`config.mk`:
```
export PLATFORM = sky130hd
export DESIGN_NAME = line_follower_speed_control_unit
export DESIGN_NICKNAME = d
export VERILOG_FILES = /design/src/sv/lfsc_pkg.sv /design/src/sv/line_follower_speed_control_unit.sv /design/src/sv/lfsc_cfg_regs.sv /design/src/sv/lfsc_ctrl.sv
export SDC_FILE = /design/constraint.sdc
export NUM_CORES = 1
export LEC_CHECK = 0
export ABC_AREA = 1
export BUFFER_PORTS_ARGS = -buffer_cell sky130_fd_sc_hd__buf_2
export CAP_MARGIN = 25
export CORE_ASPECT_RATIO = 0.8
export CORE_MARGIN = 4
export CORE_UTILIZATION = 55
export DETAILED_ROUTE_END_ITERATION = 10
export GPL_ROUTABILITY_DRIVEN = 1
export HOLD_SLACK_MARGIN = 0.03
export PLACE_DENSITY = 0.77
export SLEW_MARGIN = 25
export SYNTH_ARGS = -nofsm -noshare
export SYNTH_HDL_FRONTEND = slang
export SYNTH_SLANG_ARGS = --single-unit
export TNS_END_PERCENT = 100
```
`constraint.sdc`:
```
create_clock -name clk -period 11.9 [get_ports clk]
set_clock_uncertainty 0.1 [all_clocks]
set_input_delay 3.57 -clock clk [delete_from_list [all_inputs] [get_ports clk]]
set_output_delay 3.57 -clock clk [all_outputs]
set_load 0.01 [all_outputs]
```
`src/sv/lfsc_pkg.sv`:
```
package lfsc_pkg;

  localparam int GrayW  = 8;
  localparam int ClipW  = 8;
  localparam int LevelW = 10;
  localparam int CountW = 8;
  localparam int SpeedW = 11;
  localparam int IndexW = 3;
  localparam int DataW  = 10;

  localparam logic [CountW-1:0] CountMax = '1;

  typedef enum logic [IndexW-1:0] {
    REG_LINE_THRESHOLD     = 3'd0,
    REG_STEP_CLIP          = 3'd1,
    REG_CRUISE_SPEED       = 3'd2,
    REG_GENTLE_SPEED       = 3'd3,
    REG_BOOST_SPEED        = 3'd4,
    REG_BOOST_AFTER        = 3'd5,
    REG_TURN_SLOW_TICKS    = 3'd6,
    REG_TURN_REVERSE_TICKS = 3'd7
  } lfsc_reg_t;

  typedef struct packed {
    logic [GrayW-1:0]  line_threshold;
    logic [ClipW-1:0]  step_clip;
    logic [LevelW-1:0] cruise_speed;
    logic [LevelW-1:0] gentle_speed;
    logic [LevelW-1:0] boost_speed;
    logic [CountW-1:0] boost_after;
    logic [CountW-1:0] turn_slow_ticks;
    logic [CountW-1:0] turn_reverse_ticks;
  } lfsc_cfg_t;

  localparam lfsc_cfg_t CfgReset = '{
    line_threshold:     8'd127,
    step_clip:          8'd10,
    cruise_speed:       10'd30,
    gentle_speed:       10'd20,
    boost_speed:        10'd660,
    boost_after:        8'd10,
    turn_slow_ticks:    8'd5,
    turn_reverse_ticks: 8'd10
  };

  // Saturating count up.
  function automatic logic [CountW-1:0] sat_inc(input logic [CountW-1:0] c);
    logic [CountW-1:0] r;
    r = (c == CountMax) ? c : c + 1'b1;
    return r;
  endfunction

  // Move now toward target by at most clip.
  function automatic logic signed [SpeedW-1:0] slew(
    input logic signed [SpeedW-1:0] now,
    input logic signed [SpeedW-1:0] target,
    input logic [ClipW-1:0]         clip
  );
    logic signed [SpeedW:0] diff;
    logic signed [SpeedW:0] lim;
    logic signed [SpeedW:0] sum;
    diff = {target[SpeedW-1], target} - {now[SpeedW-1], now};
    lim  = $signed({{(SpeedW + 1 - ClipW){1'b0}}, clip});
    if (diff > lim) begin
      diff = lim;
    end else if (diff < -lim) begin
      diff = -lim;
    end
    sum = {now[SpeedW-1], now} + diff;
    return sum[SpeedW-1:0];
  endfunction

endpackage

```
`src/sv/line_follower_speed_control_unit.sv`:
```
// Line-follower wheel speed control. Each item carries three gray samples
// (left, center, right); a sample below line_threshold means that sensor sees
// the line. The block keeps the last non-empty sighting, chooses wheel targets
// (gentle corrections, straight with boost after a long run, staged hard turns)
// and slews each wheel speed toward its target by at most step_clip, returning
// one item with both new speeds per input item. An item is registered on
// entry in the input register and its result lands in the result register
// once the result slot is free or being emptied; the result register is also
// the speed state. One item is accepted every cycle as long as results are
// taken, and the input register holds one more item while a result waits.
// Configuration registers (index 0..7) are written through cfg_valid/cfg_ready
// and take effect for items that advance after the write; write them while idle.
module line_follower_speed_control_unit (
  input  logic                                clk,
  input  logic                                rst,
  input  logic                                in_valid,
  output logic                                in_ready,
  input  logic [lfsc_pkg::GrayW-1:0]          left_gray,
  input  logic [lfsc_pkg::GrayW-1:0]          center_gray,
  input  logic [lfsc_pkg::GrayW-1:0]          right_gray,
  output logic                                out_valid,
  input  logic                                out_ready,
  output logic signed [lfsc_pkg::SpeedW-1:0]  left_wheel_speed,
  output logic signed [lfsc_pkg::SpeedW-1:0]  right_wheel_speed,
  input  logic                                cfg_valid,
  output logic                                cfg_ready,
  input  logic [lfsc_pkg::IndexW-1:0]         cfg_index,
  input  logic [lfsc_pkg::DataW-1:0]          cfg_data
);
  import lfsc_pkg::*;

  lfsc_cfg_t         cfg;
  logic              stage_valid;
  logic [GrayW-1:0]  stage_left, stage_center, stage_right;
  logic              advance;

  // Advance the staged item when the result slot is free or being emptied.
  assign advance  = stage_valid && (!out_valid || out_ready);
  assign in_ready = !stage_valid || advance;

  lfsc_cfg_regs u_cfg (
    .clk       (clk),
    .rst       (rst),
    .cfg_valid (cfg_valid),
    .cfg_ready (cfg_ready),
    .cfg_index (cfg_index),
    .cfg_data  (cfg_data),
    .cfg       (cfg)
  );

  // Input register: control bit cleared by reset, payload held.
  always_ff @(posedge clk) begin
    if (rst) begin
      stage_valid <= 1'b0;
    end else if (in_ready) begin
      stage_valid <= in_valid;
    end
  end

  always_ff @(posedge clk) begin
    if (in_valid && in_ready) begin
      stage_left   <= left_gray;
      stage_center <= center_gray;
      stage_right  <= right_gray;
    end
  end

  // Result valid: set by an advancing item, drop once taken.
  always_ff @(posedge clk) begin
    if (rst) begin
      out_valid <= 1'b0;
    end else if (advance) begin
      out_valid <= 1'b1;
    end else if (out_ready) begin
      out_valid <= 1'b0;
    end
  end

  // The speed state doubles as the result register.
  lfsc_ctrl u_ctrl (
    .clk             (clk),
    .rst             (rst),
    .cfg             (cfg),
    .advance         (advance),
    .left_gray       (stage_left),
    .center_gray     (stage_center),
    .right_gray      (stage_right),
    .left_speed_now  (left_wheel_speed),
    .right_speed_now (right_wheel_speed)
  );

endmodule

```
`src/sv/lfsc_cfg_regs.sv`:
```
module lfsc_cfg_regs (
  input  logic                       clk,
  input  logic                       rst,
  input  logic                       cfg_valid,
  output logic                       cfg_ready,
  input  logic [lfsc_pkg::IndexW-1:0] cfg_index,
  input  logic [lfsc_pkg::DataW-1:0]  cfg_data,
  output lfsc_pkg::lfsc_cfg_t        cfg
);
  import lfsc_pkg::*;

  lfsc_cfg_t cfg_next;

  assign cfg_ready = 1'b1;

  always_comb begin
    cfg_next = cfg;
    if (cfg_valid) begin
      unique case (lfsc_reg_t'(cfg_index))
        REG_LINE_THRESHOLD:     cfg_next.line_threshold     = cfg_data[GrayW-1:0];
        REG_STEP_CLIP:          cfg_next.step_clip          = cfg_data[ClipW-1:0];
        REG_CRUISE_SPEED:       cfg_next.cruise_speed       = cfg_data[LevelW-1:0];
        REG_GENTLE_SPEED:       cfg_next.gentle_speed       = cfg_data[LevelW-1:0];
        REG_BOOST_SPEED:        cfg_next.boost_speed        = cfg_data[LevelW-1:0];
        REG_BOOST_AFTER:        cfg_next.boost_after        = cfg_data[CountW-1:0];
        REG_TURN_SLOW_TICKS:    cfg_next.turn_slow_ticks    = cfg_data[CountW-1:0];
        REG_TURN_REVERSE_TICKS: cfg_next.turn_reverse_ticks = cfg_data[CountW-1:0];
        default:                cfg_next = cfg;
      endcase
    end
  end

  always_ff @(posedge clk) begin
    if (rst) begin
      cfg <= CfgReset;
    end else begin
      cfg <= cfg_next;
    end
  end

endmodule

```
`src/sv/lfsc_ctrl.sv`:
```
module lfsc_ctrl (
  input  logic                               clk,
  input  logic                               rst,
  input  lfsc_pkg::lfsc_cfg_t                cfg,
  input  logic                               advance,
  input  logic [lfsc_pkg::GrayW-1:0]         left_gray,
  input  logic [lfsc_pkg::GrayW-1:0]         center_gray,
  input  logic [lfsc_pkg::GrayW-1:0]         right_gray,
  output logic signed [lfsc_pkg::SpeedW-1:0] left_speed_now,
  output logic signed [lfsc_pkg::SpeedW-1:0] right_speed_now
);
  import lfsc_pkg::*;

  logic                     held_left, held_center, held_right;
  logic                     held_left_next, held_center_next, held_right_next;
  logic [CountW-1:0]        turn_count, turn_count_next;
  logic [CountW-1:0]        straight_count, straight_count_next;
  logic signed [SpeedW-1:0] left_speed_now_next, right_speed_now_next;

  logic                     on_l, on_c, on_r;
  logic [CountW-1:0]        turn_inc, straight_inc;
  logic signed [SpeedW-1:0] half, cruise, gentle, boost, turn_target;
  logic signed [SpeedW-1:0] left_goal, right_goal;

  assign on_l = left_gray   < cfg.line_threshold;
  assign on_c = center_gray < cfg.line_threshold;
  assign on_r = right_gray  < cfg.line_threshold;

  assign half   = $signed({2'b00, cfg.cruise_speed[LevelW-1:1]});
  assign cruise = $signed({1'b0, cfg.cruise_speed});
  assign gentle = $signed({1'b0, cfg.gentle_speed});
  assign boost  = $signed({1'b0, cfg.boost_speed});

  assign turn_inc     = sat_inc(turn_count);
  assign straight_inc = sat_inc(straight_count);

  always_comb begin
    // Keep the last sighting when no sensor sees the line.
    if (on_l || on_c || on_r) begin
      held_left_next   = on_l;
      held_center_next = on_c;
      held_right_next  = on_r;
    end else begin
      held_left_next   = held_left;
      held_center_next = held_center;
      held_right_next  = held_right;
    end

    turn_count_next     = turn_count;
    straight_count_next = straight_count;
    turn_target         = '0;
    if (held_left_next || held_right_next) begin
      turn_count_next     = turn_inc;
      straight_count_next = '0;
      priority if (turn_inc < cfg.turn_slow_ticks) begin
        turn_target = half;
      end else if (turn_inc < cfg.turn_reverse_ticks) begin
        turn_target = '0;
      end else begin
        turn_target = -half;
      end
    end

    priority if (held_center_next && held_left_next) begin
      left_goal  = gentle;
      right_goal = cruise;
    end else if (held_center_next && held_right_next) begin
      left_goal  = cruise;
      right_goal = gentle;
    end else if (held_center_next) begin
      turn_count_next     = '0;
      straight_count_next = straight_inc;
      left_goal  = (straight_inc > cfg.boost_after) ? boost : cruise;
      right_goal = left_goal;
    end else if (held_left_next) begin
      left_goal  = turn_target;
      right_goal = half;
    end else if (held_right_next) begin
      left_goal  = half;
      right_goal = turn_target;
    end else begin
      left_goal  = left_speed_now;
      right_goal = right_speed_now;
    end

    left_speed_now_next  = slew(left_speed_now, left_goal, cfg.step_clip);
    right_speed_now_next = slew(right_speed_now, right_goal, cfg.step_clip);
  end

  always_ff @(posedge clk) begin
    if (rst) begin
      held_left       <= 1'b0;
      held_center     <= 1'b0;
      held_right      <= 1'b0;
      turn_count      <= '0;
      straight_count  <= '0;
      left_speed_now  <= '0;
      right_speed_now <= '0;
    end else if (advance) begin
      held_left       <= held_left_next;
      held_center     <= held_center_next;
      held_right      <= held_right_next;
      turn_count      <= turn_count_next;
      straight_count  <= straight_count_next;
      left_speed_now  <= left_speed_now_next;
      right_speed_now <= right_speed_now_next;
    end
  end

endmodule

```
==> results by group <==
Status
  – Status: completed

Floorplanning
  – Die area: around 22000 um^2
  – Std-Cell Rows: 46
  – Core Box Area: 19800 um^2
  – I/O pin cnt: 67
  – Initial Util: 0.558
  – Die height: 135 um
  – Die width: approximately 170 um

Cells and area
  – Share of layout cells above drive strength 1: 0.0857
  – Filler Cell Count: around 1900
  – Sequential Area: ~3000 um^2
  – Most frequent cells in the layout: nand2_1, inv_1, a21oi_1
  – Synth-to-layout area growth: 9.71%
  – Area of the multi-input gates: between 6000 and 7000 um^2
  – Most common cell after layout, fill and taps aside: nand2_1
  – # diodes: 0
  – Final nets: ~1800

Timing
  – Min Tclk post-route: between 9 and 10 ns
  – Worst slew pin tran: 0.936 ns
  – Number of pins with negative max-slew slack in the final report: 0
  – Endpoints failing hold: 0
  – Setup TNS: 0 ns
  – Top achievable clock speed: around 110 MHz
  – Setup violators final: 0
  – Slew headroom: 0.372
  – Final period util: 0.776
  – RSZ-0062 raised after global routing: false

Clock network
  – Root buf cell: clkbuf_16
  – CTS buffer count: 17
  – Hold-fix buffers, CTS: 0
  – CTS tree: built
  – Clk_lat worst skew: approximately 0.43 ns
  – Bufs on Longest Clock Path: 2
  – Post-CTS sizing: 0
  – Clk sinks: 137
  – Postcts setup bufs: 0
  – Clock transition at path regs: 0.07 ns
  – H-tree Lvls: 4

Synth
  – Largest family of logic cells by synthesized area: simple AND/OR/NAND/NOR gates
  – Synth cell types: 52
  – Yosys Warn Count: 0
  – Mux contribution to synthesized area: 0
  – Avg Inst Size Synth: 6.77 um^2
  – Post-synth ARST share: 0
  – Synth area leaders: dfxtp_1, ha_1, nand2_1, inv_1, a21oi_1
  – Adder-Cell Fraction of Synth Area: 0.150
  – Cell Area, Synth: roughly 11000 um^2
  – Fraction of the mapped netlist area in compound gates: 0.200
  – Post-synth EDFFs: 24
  – Ys flop type: dfxtp_1
  – Cells after Synth: 1632
  – Synthesized flop and latch total: between 100 and 150
  – Share of the synthesized area in the top cell type: 0.205
  – Register area share after synthesis: 0.270
  – Post-Synth Simple-Gate Area: 0.239
  – Post-synth top area cell: dfxtp_1
  – Synth Area in XOR/XNOR: 0.0373
  – Synth Net Count: between 1500 and 2000

Drt
  – Drt initial violations: roughly 1200
  – Final wirelength: approximately 33 mm
  – Avg Vias per Cell: around 5.7
  – Wirelength per Cell: 17.2 um
  – Post-route DRC: 0
  – Antenna-violating nets left: 0
  – TritonRoute pass-1 iters: 6
  – Via count: approximately 11000

Worst setup path
  – Most common cell on crit path: nand2_1
  – Setup crit end: u_ctrl.left_speed_now[10]
  – Reg2reg setup slack: approximately 2.7 ns
  – Critical-path maximum fanout: 18
  – Crit path launch: u_ctrl.straight_count[0]
  – Reg-to-reg endpoint: u_ctrl.left_speed_now[10]
  – Critical Path Start Type: register
  – Critical path data arrival time: 9.50 ns
  – Reg2reg start: u_ctrl.straight_count[0]
  – Worst Path Required: around 12 ns
  – Kind of critical path: reg2reg
  – Crit path largest cell delay: 0.75 ns
  – Worst reg2reg path depth: 53
  – Highest-delay cell along the critical path: o21ai_1
  – CP endpoint kind: register

Power and ir drop
  – LEAKAGE: approximately 6 nW
  – Total power: around 2.6 mW
  – Part of the power in registers: 0.213
  – Clock power frac: 0.226
  – Power Density: approximately 210 nW/um^2
  – Switching share of total power: 0.463
  – Comb pwr share: 0.562
  – Int Power: approximately 1.4 mW
  – Max VDD drop: about 0.23 mV
  – Net Sw Power: approximately 1.2 mW

Global route
  – Initial antenna violation count: 0
  – Largest net degree at the start of global routing: approximately 70
  – GRT Residual Overflow: 0
  – Vias in the first global route: 9967
  – Global-route wire length before repair: approximately 52 mm
  – GRT Overall Usage: 0.290

Placed design
  – I/O Buffers: 65
  – Placer Congestion: 1.01
  – Dpl hpwl: between 20 and 30 mm

Hold path
  – Hold Path Class: reg2reg
  – Hold Path Stages: 2

Flow run
  – Max Cap Violations: 0
## stage by stage
| stage | hold WS (ns) | setup WS, ns | area, um^2 | utilization | std cells |
|---|---|---|---|---|---|
| after floorplan | 0.324 | 4.48 | 11000 | - | 1632 |
| after global placement | 0.337 | 3.27 | 11500 | 0.580 | 1913 |
| after detailed placement | 0.345 | 3.04 | 11500 | 0.580 | 1913 |
| after CTS | 0.358 | 2.97 | 12100 | 0.612 | 1945 |
| after global routing | 0.381 | 1.53 | 12100 | 0.612 | 1945 |
| final | 0.351 | 2.67 | 12100 | 0.612 | 1945 |
## layer usage
layer,global-route usage,up-vias,part of all wire
met4,0.0895,0,0.023
met2,0.427,545,0.41
met5,0,-,0
met3,0.0647,65,0.12
met1,0.426,5044,0.45
li1,-,5471,-
## state kept, by name (all words and copies together) (netlist names)
register                cells
u_cfg.cfg                  70
u_ctrl.left_speed_now      11
u_ctrl.right_speed_now     11
stage_center                8
stage_left                  8
stage_right                 8
u_ctrl.straight_count       8
u_ctrl.turn_count           8
out_valid                   1
stage_valid                 1
u_ctrl.held_center          1
u_ctrl.held_left            1
u_ctrl.held_right           1
## power by group through the flow
| stage | sequential [mW] | combinational (mW) | clock [mW] |
|---|---|---|---|
| 5_1_grt | 0.546 | 1.62 | 0.601 |
| 3_5_place_dp | 0.552 | 1.40 | 0 |
| 6_report | 0.543 | 1.43 | 0.576 |
| 4_1_cts | 0.542 | 1.41 | 0.578 |
| 2_1_floorplan | 0.546 | 1.08 | 0 |
| 3_3_place_gp | 0.552 | 1.37 | 0 |
## cells in the mapped netlist (2+ instances only)
master      n
nand2_1   354
o211ai_2    2
or2_2       2
a22oi_1     2
o22ai_1     6
o211ai_1   29
dfxtp_1   113
clkinv_1    2
inv_1     229
xnor2_1    13
nor2_1    131
nand3_1    75
buf_4       4
a21oi_2     2
o21bai_1    4
buf_1       2
o21a_1      4
ha_1      126
nand2_4     5
nor2_4      2
nand2_2    11
nand3_2     4
fa_1        4
a21oi_1   168
xor2_1     34
nor2_2      2
edfxtp_1   24
nor3_1     19
inv_2      10
o21ai_1    16
clkbuf_1   32
buf_2      13
o21ai_0   140
a31oi_1    11
a211oi_1    5
o31ai_1     2
nand4_1    15
## how the worst min path moves through the flow
stage	from	to	slack (ns)
floorplan	u_cfg.cfg[26]	u_cfg.cfg[26]	0.32
global placement	u_cfg.cfg[28]	u_cfg.cfg[28]	0.34
detailed placement	u_cfg.cfg[31]	u_cfg.cfg[31]	0.34
CTS	u_cfg.cfg[24]	u_cfg.cfg[24]	0.36
global route	u_cfg.cfg[31]	u_cfg.cfg[31]	0.38
finish	u_cfg.cfg[24]	u_cfg.cfg[24]	0.35
## worst max-delay path, delay by kind of cell, from the launching register on
| kind | cells | cell delay (ns) |
|---|---|---|
| xor+xnor | 2 | 0.60 |
| flops | 1 | 0.42 |
| simple gates | 27 | 2.98 |
| compound gates | 11 | 2.75 |
| buf+inv | 7 | 0.68 |
| fa+ha+maj | 6 | 1.64 |
## layout make-up
cell class / count / share of cell area
Tap cell: 264 / 0.0273
Sequential cell: 137 / 0.246
Multi-Input combinational cell: 1201 / 0.571
Clock buffer: 18 / 0.0354
Timing Repair Buffer: 69 / 0.0293
Inverter: 242 / 0.0752
Clock inverter: 14 / 0.0158
## cell families after synthesis
group                      count (synthesis)
AOI/OAI and AO/OA                        399
xor gates and xnor gates                  47
adders and majority gates                130
buffers and inverters                    294
DFF                                      137
other                                      1
and+or+nand+nor                          624
Power figures use the tool's default switching activity.
